--- src/design/smt_pkg.sv ---
// Package for the sorted multiset table: sizes, command and status codes,
// controller states and the per-cell operation struct. No dependencies.
package smt_pkg;

  localparam int CAPACITY = 16;
  localparam int ELEM_W   = 32;
  localparam int VALUE_W  = 32;
  localparam int CMD_W    = 2;
  localparam int COPIES_W = 5;
  localparam int STATUS_W = 2;
  localparam int OCC_W    = 5;
  localparam int SIZE_W   = 5;
  localparam int CNT_W    = $clog2(CAPACITY + 1);
  localparam int WIDE_W   = (CNT_W > OCC_W) ? CNT_W : OCC_W;

  typedef logic [ELEM_W-1:0] key_t;
  typedef logic [CNT_W-1:0]  cnt_t;

  typedef enum logic [CMD_W-1:0] {
    CMD_INSERT = 2'd0,
    CMD_REMOVE = 2'd1,
    CMD_SEARCH = 2'd2,
    CMD_COUNT  = 2'd3
  } cmd_e;

  typedef enum logic [STATUS_W-1:0] {
    ST_OK       = 2'd0,
    ST_NOTFOUND = 2'd1,
    ST_FULL     = 2'd2
  } status_e;

  typedef enum logic {
    S_IDLE = 1'b0,
    S_EXEC = 1'b1
  } state_e;

  typedef struct packed {
    logic ins;
    logic rem;
  } cell_op_t;

  // Signed value onto an unsigned key of the same order.
  function automatic key_t to_key(logic [VALUE_W-1:0] v);
    key_t k;
    k = v[ELEM_W-1:0];
    k[ELEM_W-1] = ~k[ELEM_W-1];
    return k;
  endfunction

endpackage

--- src/design/smt_in_if.sv ---
// Input channel of the sorted multiset table: valid/ready plus command item.
// Depends on smt_pkg.
interface smt_in_if import smt_pkg::*; ();
  logic                valid;
  logic                ready;
  logic [CMD_W-1:0]    cmd;
  logic [VALUE_W-1:0]  value;
  logic [COPIES_W-1:0] copies;

  modport source (output valid, cmd, value, copies, input ready);
  modport sink   (input valid, cmd, value, copies, output ready);
endinterface

--- src/design/smt_out_if.sv ---
// Result channel of the sorted multiset table: valid/ready plus result item.
// Depends on smt_pkg.
interface smt_out_if import smt_pkg::*; ();
  logic                valid;
  logic                ready;
  logic [STATUS_W-1:0] status;
  logic                found;
  logic [OCC_W-1:0]    occurrences;
  logic [SIZE_W-1:0]   size;
  logic                empty_res;

  modport source (output valid, status, found, occurrences, size, empty_res, input ready);
  modport sink   (input valid, status, found, occurrences, size, empty_res, output ready);
endinterface

--- src/design/sorted_multiset_table.sv ---
// Sorted multiset table: a chain of compare-and-shift cells with a controller.
// An accepted item is registered and executed in S_EXEC; its result is registered
// when it finishes. An insert of N >= 1 copies enters one copy per cycle, the last
// only when the result slot is free, and no new item is taken before the current one
// finishes; a stalled result holds the last step. Depends on smt_pkg, smt_in_if,
// smt_out_if, smt_cell, smt_enc. Reset empties the table at once.
module sorted_multiset_table import smt_pkg::*; (
  input  logic    clk_i,
  input  logic    rst_ni,
  smt_in_if.sink  in_i,
  smt_out_if.source out_o
);

  state_e state_q, state_d;
  cnt_t   count_q, count_d;
  cmd_e   cmd_q;
  key_t   key_q;
  logic [COPIES_W-1:0] left_q, left_d;
  logic   rej_q;

  logic                out_valid_q, out_valid_d;
  logic [STATUS_W-1:0] status_q;
  logic                found_q;
  logic [OCC_W-1:0]    occ_q;
  logic [SIZE_W-1:0]   size_q;
  logic                empty_q;

  logic accept, out_free, ins_step, rem_step, finish;
  cell_op_t op;

  key_t                entry_v [CAPACITY];
  logic [CAPACITY-1:0] valid_v, le_v, lt_v;
  logic [CAPACITY:0]   seen_v;
  cnt_t                n_le, n_lt;

  // Cell chain
  assign seen_v[0] = 1'b0;

  for (genvar i = 0; i < CAPACITY; i++) begin : g_cell
    assign valid_v[i] = cnt_t'(i) < count_q;
    smt_cell u_cell (
      .clk_i        (clk_i),
      .op_i         (op),
      .key_i        (key_q),
      .valid_i      (valid_v[i]),
      .left_entry_i ((i == 0) ? key_t'('0) : entry_v[(i == 0) ? 0 : i-1]),
      .left_le_i    ((i == 0) ? 1'b1 : le_v[(i == 0) ? 0 : i-1]),
      .right_entry_i((i == CAPACITY-1) ? key_t'('0)
                                       : entry_v[(i == CAPACITY-1) ? i : i+1]),
      .seen_i       (seen_v[i]),
      .entry_o      (entry_v[i]),
      .le_o         (le_v[i]),
      .lt_o         (lt_v[i]),
      .seen_o       (seen_v[i+1])
    );
  end

  smt_enc u_enc_le (.therm_i(le_v), .num_o(n_le));
  smt_enc u_enc_lt (.therm_i(lt_v), .num_o(n_lt));

  // Controller outputs
  assign out_free = !out_valid_q || out_o.ready;
  assign accept   = in_i.valid && in_i.ready;

  always_comb begin
    in_i.ready = 1'b0;
    ins_step   = 1'b0;
    rem_step   = 1'b0;
    finish     = 1'b0;
    case (state_q)
      S_IDLE: begin
        in_i.ready = 1'b1;
      end
      S_EXEC: begin
        ins_step = (cmd_q == CMD_INSERT) && (left_q != '0)
                   && ((left_q != COPIES_W'(1)) || out_free);
        finish   = out_free && ((cmd_q != CMD_INSERT) || (left_q <= COPIES_W'(1)));
        rem_step = finish && (cmd_q == CMD_REMOVE) && seen_v[CAPACITY];
      end
      default: begin
        in_i.ready = 1'b0;
      end
    endcase
  end

  assign op.ins = ins_step;
  assign op.rem = rem_step;

  // Next state
  always_comb begin
    state_d = state_q;
    case (state_q)
      S_IDLE: if (accept) state_d = S_EXEC;
      S_EXEC: if (finish) state_d = S_IDLE;
      default: state_d = S_IDLE;
    endcase
  end

  always_comb begin
    count_d = count_q;
    if (ins_step) begin
      count_d = count_q + cnt_t'(1);
    end else if (rem_step) begin
      count_d = count_q - cnt_t'(1);
    end
  end

  always_comb begin
    left_d = left_q;
    if (ins_step) left_d = left_q - COPIES_W'(1);
  end

  // Result item
  logic [WIDE_W-1:0]   occ_full, size_full;
  logic [STATUS_W-1:0] status_d;

  assign occ_full  = WIDE_W'(n_le - n_lt);
  assign size_full = WIDE_W'(count_d);

  always_comb begin
    status_d = ST_OK;
    case (cmd_q)
      CMD_INSERT: if (rej_q) status_d = ST_FULL;
      CMD_REMOVE: if (!seen_v[CAPACITY]) status_d = ST_NOTFOUND;
      default:    status_d = ST_OK;
    endcase
  end

  always_comb begin
    out_valid_d = out_valid_q;
    if (finish) begin
      out_valid_d = 1'b1;
    end else if (out_o.ready) begin
      out_valid_d = 1'b0;
    end
  end

  always_ff @(posedge clk_i or negedge rst_ni) begin
    if (!rst_ni) begin
      state_q     <= S_IDLE;
      count_q     <= '0;
      out_valid_q <= 1'b0;
    end else begin
      state_q     <= state_d;
      count_q     <= count_d;
      out_valid_q <= out_valid_d;
    end
  end

  always_ff @(posedge clk_i) begin
    if (accept) begin
      cmd_q  <= cmd_e'(in_i.cmd);
      key_q  <= to_key(in_i.value);
      rej_q  <= (WIDE_W + 1)'(count_q) + (WIDE_W + 1)'(in_i.copies)
                > (WIDE_W + 1)'(CAPACITY);
      left_q <= ((cmd_e'(in_i.cmd) == CMD_INSERT)
                 && ((WIDE_W + 1)'(count_q) + (WIDE_W + 1)'(in_i.copies)
                     <= (WIDE_W + 1)'(CAPACITY))) ? in_i.copies : '0;
    end else begin
      left_q <= left_d;
    end
    if (finish) begin
      status_q <= status_d;
      found_q  <= (cmd_q == CMD_SEARCH) && (occ_full != '0);
      occ_q    <= (cmd_q != CMD_COUNT) ? '0
                : (occ_full > WIDE_W'({OCC_W{1'b1}})) ? {OCC_W{1'b1}}
                : occ_full[OCC_W-1:0];
      size_q   <= size_full[SIZE_W-1:0];
      empty_q  <= (count_d == '0);
    end
  end

  assign out_o.valid       = out_valid_q;
  assign out_o.status      = status_q;
  assign out_o.found       = found_q;
  assign out_o.occurrences = occ_q;
  assign out_o.size        = size_q;
  assign out_o.empty_res   = empty_q;

  // Checks
  a_count_cap: assert property (@(posedge clk_i) disable iff (!rst_ni)
    count_q <= cnt_t'(CAPACITY))
    else $error("entry count above capacity");

  a_sorted: assert property (@(posedge clk_i) disable iff (!rst_ni)
    ((le_v >> 1) & ~le_v) == '0)
    else $error("cell chain out of order");

  a_accept_exec: assert property (@(posedge clk_i) disable iff (!rst_ni)
    accept |=> state_q == S_EXEC)
    else $error("accepted item not executed");

  a_rem_nonempty: assert property (@(posedge clk_i) disable iff (!rst_ni)
    rem_step |-> count_q != '0)
    else $error("remove from empty table");

  a_finish_result: assert property (@(posedge clk_i) disable iff (!rst_ni)
    finish |=> out_valid_q)
    else $error("finished item gave no result");

endmodule

--- src/design/smt_cell.sv ---
// One storage cell of the sorted chain: holds a key, compares it with the
// command key and shifts toward either neighbor. Depends on smt_pkg.
module smt_cell import smt_pkg::*; (
  input  logic     clk_i,
  input  cell_op_t op_i,
  input  key_t     key_i,
  input  logic     valid_i,
  input  key_t     left_entry_i,
  input  logic     left_le_i,
  input  key_t     right_entry_i,
  input  logic     seen_i,
  output key_t     entry_o,
  output logic     le_o,
  output logic     lt_o,
  output logic     seen_o
);

  key_t entry_q, entry_d;

  assign le_o    = valid_i && (entry_q <= key_i);
  assign lt_o    = valid_i && (entry_q <  key_i);
  assign seen_o  = seen_i || (valid_i && (entry_q == key_i));
  assign entry_o = entry_q;

  always_comb begin
    entry_d = entry_q;
    if (op_i.ins && !le_o) begin
      entry_d = left_le_i ? key_i : left_entry_i;
    end else if (op_i.rem && seen_o) begin
      entry_d = right_entry_i;
    end
  end

  always_ff @(posedge clk_i) begin
    entry_q <= entry_d;
  end

endmodule

--- src/design/smt_enc.sv ---
// Thermometer-to-count encoder: number of leading ones of a prefix vector.
// Depends on smt_pkg.
module smt_enc import smt_pkg::*; (
  input  logic [CAPACITY-1:0] therm_i,
  output cnt_t                num_o
);

  logic [CAPACITY-1:0] edge_v;
  logic [CAPACITY:0]   ext;

  assign ext = {1'b0, therm_i};

  always_comb begin
    for (int i = 0; i < CAPACITY; i++) begin
      edge_v[i] = ext[i] && !ext[i+1];
    end
  end

  always_comb begin
    cnt_t pos;
    num_o = '0;
    for (int i = 0; i < CAPACITY; i++) begin
      pos   = cnt_t'(i + 1);
      num_o = num_o | (pos & {CNT_W{edge_v[i]}});
    end
  end

endmodule
--- src/flat_wrapper.sv ---
// flat-port wrapper written by rule: the top's interface ports become plain ports
module sorted_multiset_table_flat import smt_pkg::*;
  (clk_i, rst_ni, in_i_valid, in_i_cmd, in_i_value, in_i_copies, in_i_ready, out_o_valid, out_o_status, out_o_found, out_o_occurrences, out_o_size, out_o_empty_res, out_o_ready);
  smt_in_if in_i_i ();
  smt_out_if out_o_i ();
  input  logic clk_i;
  input  logic rst_ni;
  input wire logic [$bits(in_i_i.valid)-1:0] in_i_valid;
  input wire logic [$bits(in_i_i.cmd)-1:0] in_i_cmd;
  input wire logic [$bits(in_i_i.value)-1:0] in_i_value;
  input wire logic [$bits(in_i_i.copies)-1:0] in_i_copies;
  output wire logic [$bits(in_i_i.ready)-1:0] in_i_ready;
  output wire logic [$bits(out_o_i.valid)-1:0] out_o_valid;
  output wire logic [$bits(out_o_i.status)-1:0] out_o_status;
  output wire logic [$bits(out_o_i.found)-1:0] out_o_found;
  output wire logic [$bits(out_o_i.occurrences)-1:0] out_o_occurrences;
  output wire logic [$bits(out_o_i.size)-1:0] out_o_size;
  output wire logic [$bits(out_o_i.empty_res)-1:0] out_o_empty_res;
  input wire logic [$bits(out_o_i.ready)-1:0] out_o_ready;
  assign in_i_i.valid = in_i_valid;
  assign in_i_i.cmd = in_i_cmd;
  assign in_i_i.value = in_i_value;
  assign in_i_i.copies = in_i_copies;
  assign in_i_ready = in_i_i.ready;
  assign out_o_valid = out_o_i.valid;
  assign out_o_status = out_o_i.status;
  assign out_o_found = out_o_i.found;
  assign out_o_occurrences = out_o_i.occurrences;
  assign out_o_size = out_o_i.size;
  assign out_o_empty_res = out_o_i.empty_res;
  assign out_o_i.ready = out_o_ready;
  sorted_multiset_table u_core (.clk_i(clk_i), .rst_ni(rst_ni), .in_i(in_i_i), .out_o(out_o_i));
endmodule
--- config.mk ---
export PLATFORM = sky130hd
export DESIGN_NAME = sorted_multiset_table_flat
export DESIGN_NICKNAME = d
export VERILOG_FILES = /design/src/design/smt_pkg.sv /design/src/design/smt_in_if.sv /design/src/design/smt_out_if.sv /design/src/design/sorted_multiset_table.sv /design/src/design/smt_cell.sv /design/src/design/smt_enc.sv /design/src/flat_wrapper.sv
export SDC_FILE = /design/constraint.sdc
export NUM_CORES = 2
export LEC_CHECK = 0
export BUFFER_PORTS_ARGS = -buffer_cell sky130_fd_sc_hd__buf_4
export CAP_MARGIN = 10
export CORE_MARGIN = 1.5
export CORE_UTILIZATION = 47
export CTS_CLUSTER_SIZE = 40
export DETAILED_ROUTE_END_ITERATION = 16
export SLEW_MARGIN = 10
export SYNTH_ARGS = -nofsm -noshare
export SYNTH_HDL_FRONTEND = slang
export SYNTH_SLANG_ARGS = --single-unit
--- constraint.sdc ---
create_clock -name clk_i -period 16.2 [get_ports clk_i]
set_input_delay 1.62 -clock clk_i [delete_from_list [all_inputs] [get_ports clk_i]]
set_output_delay 1.62 -clock clk_i [all_outputs]
set_load 0.01 [all_outputs]
### Yosys cells after proc, flatten, opt, wreduce, memory -nomap -nowiden

Index checks and enable logic that the tools add are counted.

| operators by class | value |
|---|---|
| add/sub/neg operators | 5 |
| magnitude comparators | 52 |
| equal/unequal tests | 20 |
| mux-type cells | 65 |
| bitwise operators | 32 |
| reductions and logical operators | 192 |

Operator list:

| operator | count |
|---|---|
| $mux W32 | 47 |
| $eq A32 B32 Y1 | 16 |
| $le A32 B32 Y1 | 16 |
| $lt A32 B32 Y1 | 16 |
| $logic_and A1 B1 Y1 | 118 |
| $or A5 B4 Y5 | 16 |
| $lt A4 B5 Y1 const A | 8 |
| $reduce_bool A2 Y1 | 19 |
| $logic_not A1 Y1 | 32 |
| $mux W5 | 6 |
| $lt A3 B5 Y1 const A | 4 |
| $logic_or A1 B1 Y1 | 18 |
| $or A3 B3 Y3 | 4 |
| $lt A1 B5 Y1 const A | 2 |
| $lt A2 B5 Y1 const A | 2 |
| $or A5 B3 Y5 | 2 |
| $or A5 B5 Y5 | 2 |
| $reduce_bool A5 Y1 | 2 |
| $sub A5 B1 Y5 const B | 2 |
| $mux W1 | 9 |
| $add A5 B5 Y6 | 1 |
| $gt A6 B5 Y1 const B | 1 |
| $le A6 B5 Y1 const B | 1 |
| $or A2 B3 Y3 | 2 |
| other kinds (16) | 20 |

| storage, ports and cells | value |
|---|---|
| register bits | 573 |
| bits of input ports | 43 |
| output and inout bits | 16 |
| word-level logic and storage cells | 394 |

### Logic depth before layout (Yosys ltp)

| logic depth | value |
|---|---|
| depth after elaboration | 22 |
| depth in mapped cells | 20 |
| mapped depth without buffers | 18 |

### Hierarchy

A second synthesis with hierarchy kept.

| unflattened totals | value |
|---|---|
| cells, all modules | 3,892 |
| area total of the unflattened synthesis | 44,976.9 um^2 |

Modules (own cells, without submodules):

| module | times used | cells each | area each (um^2) |
|---|---|---|---|
| smt_cell | 16 | 227 | 2,611.3 |
| sorted_multiset_table | 1 | 208 | 2,839.0 |
| smt_enc | 2 | 26 | 178.9 |

### Least setup slack after synthesis

No wires, ideal clock.

| path | value |
|---|---|
| kind | register -> register |
| start point | register u_core.key_q[30] |
| end point | register u_core.g_cell[3].u_cell.entry_q[0], enable pin |
| library setup time | 0.466 ns |
| data arrival time | 5.075 ns |
| data required time | 15.734 ns |
| path slack | 10.660 ns |
| stages on the path, launching flop included | 12 |
| buffers on the path | 1 |
| clock period less this slack | 5.540 ns |
| path through | edfxtp_1 inv_1 ha_1 nand4_1 nor4_2 nand2_1 or4_1 buf_2 and2_4 and2_4 nand2b_1 o21ai_0 |

| between the ends | value |
|---|---|
| longest elaborated chain between the ends | 21 |
| elaborated cells between the ends (all ways) | 55 |

Ends and longest elaborated chain:

| element | line | RTL |
|---|---|---|
| from (decl) | sorted_multiset_table.sv:17 | `key_t key_q;` |
| from (signal assigned) | sorted_multiset_table.sv:153 | `key_q <= to_key(in_i.value);` |
| $eq A32 B32 Y1 | smt_cell.sv:22 | `assign seen_o = seen_i \|\| (valid_i && (entry_q == key_i));` |
| $logic_and A1 B1 Y1 | smt_cell.sv:22 |  |
| $logic_or A1 B1 Y1 (15 in a row) | smt_cell.sv:22 |  |
| $logic_and A1 B1 Y1 | sorted_multiset_table.sv:78 | `rem_step = finish && (cmd_q == CMD_REMOVE) && seen_v[CAPACITY];` |
| $mux W1 | sorted_multiset_table.sv:70 | `case (state_q)` |
| $logic_and A1 B1 Y1 | smt_cell.sv:29 | `end else if (op_i.rem && seen_o) begin` |
| $reduce_bool A2 Y1 (no line) * | - |  |
| to (signal assigned) | smt_cell.sv:35 | `entry_q <= entry_d;` |
| to (decl) | smt_cell.sv:18 | `key_t entry_q, entry_d;` |

Every way passes the cells marked *; elsewhere a longest branch is shown, timed or not.
A chain may end at the register's enable or synchronous reset.

### Worst setup path in the final report

| path | value |
|---|---|
| start point | register u_core.key_q[30] |
| end point | register u_core.found_q (netlist: u_core.out_o.found) (data pin) |

| between the ends | value |
|---|---|
| longest elaborated chain between the ends | 22 |
| elaborated cells between the ends (all ways) | 157 |

Ends and longest elaborated chain:

| element | line | RTL |
|---|---|---|
| $le A32 B32 Y1 / $lt A32 B32 Y1 (equally long branches) | smt_cell.sv:20, smt_cell.sv:21 |  |
| $logic_and A1 B1 Y1 (on tied branches) | smt_cell.sv:20, smt_cell.sv:21 |  |
| $logic_not A1 Y1 | smt_enc.sv:15 | `edge_v[i] = ext[i] && !ext[i+1];` |
| $logic_and A1 B1 Y1 | smt_enc.sv:15 |  |
| $or A1 B2 Y2 | smt_enc.sv:24 | `num_o = num_o \| (pos & {CNT_W{edge_v[i]}});` |
| $or A2 B2 Y2 | smt_enc.sv:24 |  |
| $or A2 B3 Y3 | smt_enc.sv:24 |  |
| $or A3 B3 Y3 (2 in a row) | smt_enc.sv:24 |  |
| $or A5 B3 Y5 | smt_enc.sv:24 |  |
| $or A5 B4 Y5 (8 in a row) | smt_enc.sv:24 |  |
| $or A5 B5 Y5 | smt_enc.sv:24 |  |
| $sub A5 B5 Y5 * | sorted_multiset_table.sv:117 | `assign occ_full = WIDE_W'(n_le - n_lt);` |
| $reduce_bool A5 Y1 * | sorted_multiset_table.sv:164 | `found_q <= (cmd_q == CMD_SEARCH) && (occ_full != '0);` |
| $logic_and A1 B1 Y1 * | sorted_multiset_table.sv:164 |  |
| to (signal assigned) | sorted_multiset_table.sv:164 |  |
| to (decl) | sorted_multiset_table.sv:23 | `logic found_q;` |

Marked as above.

==> impl_metrics.env <==
export IMPL_yosys_warnings=0
export IMPL_fin_crit_ps=6200
export IMPL_syn_inst=3986
export IMPL_yosysSeqAreaShare_pct=42.1
export IMPL_ys_top_cells_by_count="566 x edfxtp_1, 526 x ha_1, 495 x a21oi_1"
export IMPL_crit_arrival_ps=6580
export IMPL_ctsHoldBuffers=0
export IMPL_antenna_found_initial=4
export IMPL_ant_nets=0
export IMPL_critPathMaxStageDelay_ps=660
export IMPL_io_buffers=58
export IMPL_setup_violations=0
export IMPL_post_place_ws_ps=10170
export IMPL_synth_edff_count=566
export IMPL_synth_area_mm2=0.0408
export IMPL_synth_most_common_cell="edfxtp_1"
export IMPL_ys_types=91
export IMPL_dieArea_mm2=0.0885
export IMPL_nNetsFinal=4571
export IMPL_fin_crit_sh_pct=38.3
export IMPL_die_y_um=298
export IMPL_io_pins=59
export IMPL_slowest_stage="a21o_1"
export IMPL_final_setup_skew_ps=28.5
export IMPL_critPathMaxFanout=20
export IMPL_cts_tree="done"
export IMPL_cpLargestDelayFamily="compound AO/OA/AOI/OAI gates"
export IMPL_max_freq_mhz=161
export IMPL_drtIter0Drc=3540
export IMPL_irDropWorstVdd_mv=0.103
export IMPL_async_reset_ff_share_pct=1.22
export IMPL_postSynthAreaPerCell_um2=10.2
export IMPL_critPathLaunchType="register"
export IMPL_vias_per_cell=6.36
export IMPL_grt_total_usage_pct=30.9
export IMPL_finalNonFillerCells=5201
export IMPL_grt_max_degree=67
export IMPL_powerDensity_mw_per_mm2=145
export IMPL_fillerInstances=7705
export IMPL_status="completed"
export IMPL_critPathBufInv=3
export IMPL_fin_util_pct=52.6
export IMPL_tightest_slew_ps=1150
export IMPL_synth_flop_cell="edfxtp_1"
export IMPL_hold_viol=0
export IMPL_cts_made_buffers=72
export IMPL_wl_per_cell_um=26.8
export IMPL_first_pass_iters=6
export IMPL_synth_top_cell_area_share_pct=41.7
export IMPL_cts_repair_resized=0
export IMPL_critPathKind="register to register"
export IMPL_leakagePower_nw=18.9
export IMPL_fin_setup_tns_ps=0
export IMPL_yosysTopAreaCell="edfxtp_1"
export IMPL_drt_wl_total_mm=140
export IMPL_drc=0
export IMPL_crit_chain="inv_1 > ha_1 > nand4_1 > nor3_1 > o211ai_1 > o211ai_1 > a21o_1 > buf_4 > and2_1 > nor2_1 > nor4b_1 > ha_1 > inv_1 > fa_1 > a21o_1 > a21oi_1 > xnor2_1 > a21oi_1"
export IMPL_grt_first_pass_wirelength_mm=207
export IMPL_cts_max_level=3
export IMPL_drive_above_1_share_pct=9.10
export IMPL_grt_overflow_total=0
export IMPL_slew_headroom_pct=23.1
export IMPL_gp_congestion=0.992
export IMPL_drv_slew=0
export IMPL_num_vias=33100
export IMPL_syn2layout_area_growth_pct=10.3
export IMPL_synth_ff_latch_count=573
export IMPL_die_w_um=298
export IMPL_cts_sinks=573
export IMPL_grt_pass1_vias=31800
export IMPL_dp_hpwl_mm=100
export IMPL_start_util_pct=47.7
export IMPL_dp_cells=5070
export IMPL_core_area_mm2=0.0855
export IMPL_endpoint_kind="register"
export IMPL_hp_class="register to register"
export IMPL_cts_setup_buffers=0
export IMPL_syn_num_nets=4557
export IMPL_clk_latency_ps=660
export IMPL_clockRootBuffer="clkbuf_16"
export IMPL_crit_required_ps=16580
export IMPL_cts_buffer_depth=3
export IMPL_rows=107
export IMPL_synthTopCellsByArea="edfxtp_1 42%, ha_1 16%, mux2i_1 9.3%"
export IMPL_rsz0062_at_grt="no"
export IMPL_clk_pin_slew_ps=60
export IMPL_setup_slack_ps=10000
export IMPL_maxCapViolations=0
## final cells by class
type,instances,area (um2),share of cell area [%]
sequential,573,17200,38.2
multi-input combinational,3111,22600,50.3
antenna,1,2.50,0.00557
tap,1144,1430,3.18
clock inverter,35,329,0.732
inverter,91,342,0.760
clock buffer,95,1930,4.29
timing repair buffer,151,1130,2.52
## worst paths after layout
kind | start | endpoint | slack (ps) | depth (start not counted)
hold / removal | u_core.rej_q$_DFFE_PP_ | u_core.out_o.status[1]$_DFFE_PP_ | 560 | 1
setup reg to reg | u_core.key_q[30]$_DFFE_PP_ | u_core.out_o.found$_DFFE_PP_ | 10000 | 18
min in group asynchronous | rst_ni | u_core.count_q[4]$_DFF_PN0_ | 780 | 1
max in group asynchronous | rst_ni | u_core.count_q[2]$_DFF_PN0_ | 15290 | 1
hold reg to reg | u_core.rej_q$_DFFE_PP_ | u_core.out_o.status[1]$_DFFE_PP_ | 560 | 1
setup / recovery | u_core.key_q[30]$_DFFE_PP_ | u_core.out_o.found$_DFFE_PP_ | 10000 | 18
## sequential cells by signal, indices dropped and copies added, names as in the netlist
signal                        flops
u_core.key_q                     32
u_core.rej_q                      1
u_core.out_o.status               2
u_core.g_cell.u_cell.entry_o    512
u_core.count_q                    5
u_core.out_o.found                1
u_core.out_o.valid                1
u_core.state_q                    1
u_core.left_q                     5
u_core.cmd_q                      2
u_core.out_o.occurrences          5
u_core.out_o.empty_res            1
u_core.out_o.size                 5
## where the power goes
group	switching [mW]	internal, mW	total [mW]
Clock	0.684	0.921	1.61
Combinational	1.76	0.991	2.75
Sequential	0.217	1.95	2.17
## placed cells by master (no fill, tap or decap), drive strengths merged, types with 22 or more instances in the layout
cell type,Yosys,final
o21a,28,28
o21ai,266,266
o211ai,28,28
buf,83,151
ha,526,526
nor2b,34,34
nand3,49,49
clkinv,0,23
nor2,434,434
nor3,35,35
mux2,34,34
nand4,126,126
edfxtp,566,566
nand2,268,268
a21o,136,136
mux2i,380,380
clkbuf,128,95
inv,91,97
a21oi,514,514
a211oi,22,22
## cells by family after synthesis
group	after synthesis	share of synthesized area [%]
muxes	414	10.3
buffers and inverters	302	3.14
AOI/OAI and AO/OA	1095	15.9
adders and majority gates	528	16.2
DFF	573	42.1
and+or+nand+nor	1063	12.1
xor gates and xnor gates	11	0.255
## routing by layer
metal | up-vias | global-route usage (%) | routed length, um
met5 | - | 0 | 11
met2 | 1521 | 47.9 | 62000
met3 | 251 | 5.22 | 11400
li1 | 15100 | - | -
met4 | 2 | 9.78 | 4370
met1 | 16100 | 43.8 | 61800
## metrics by stage
stage	cell area, um2	total power [mW]	hold WS (ps)
floorplan	40800	3.96	497
global placement	42700	4.84	544
detailed placement	42700	4.87	545
CTS	44900	6.49	558
global route	45000	6.84	556
finish	45000	6.52	561
(Power assumes the default switching activity.)
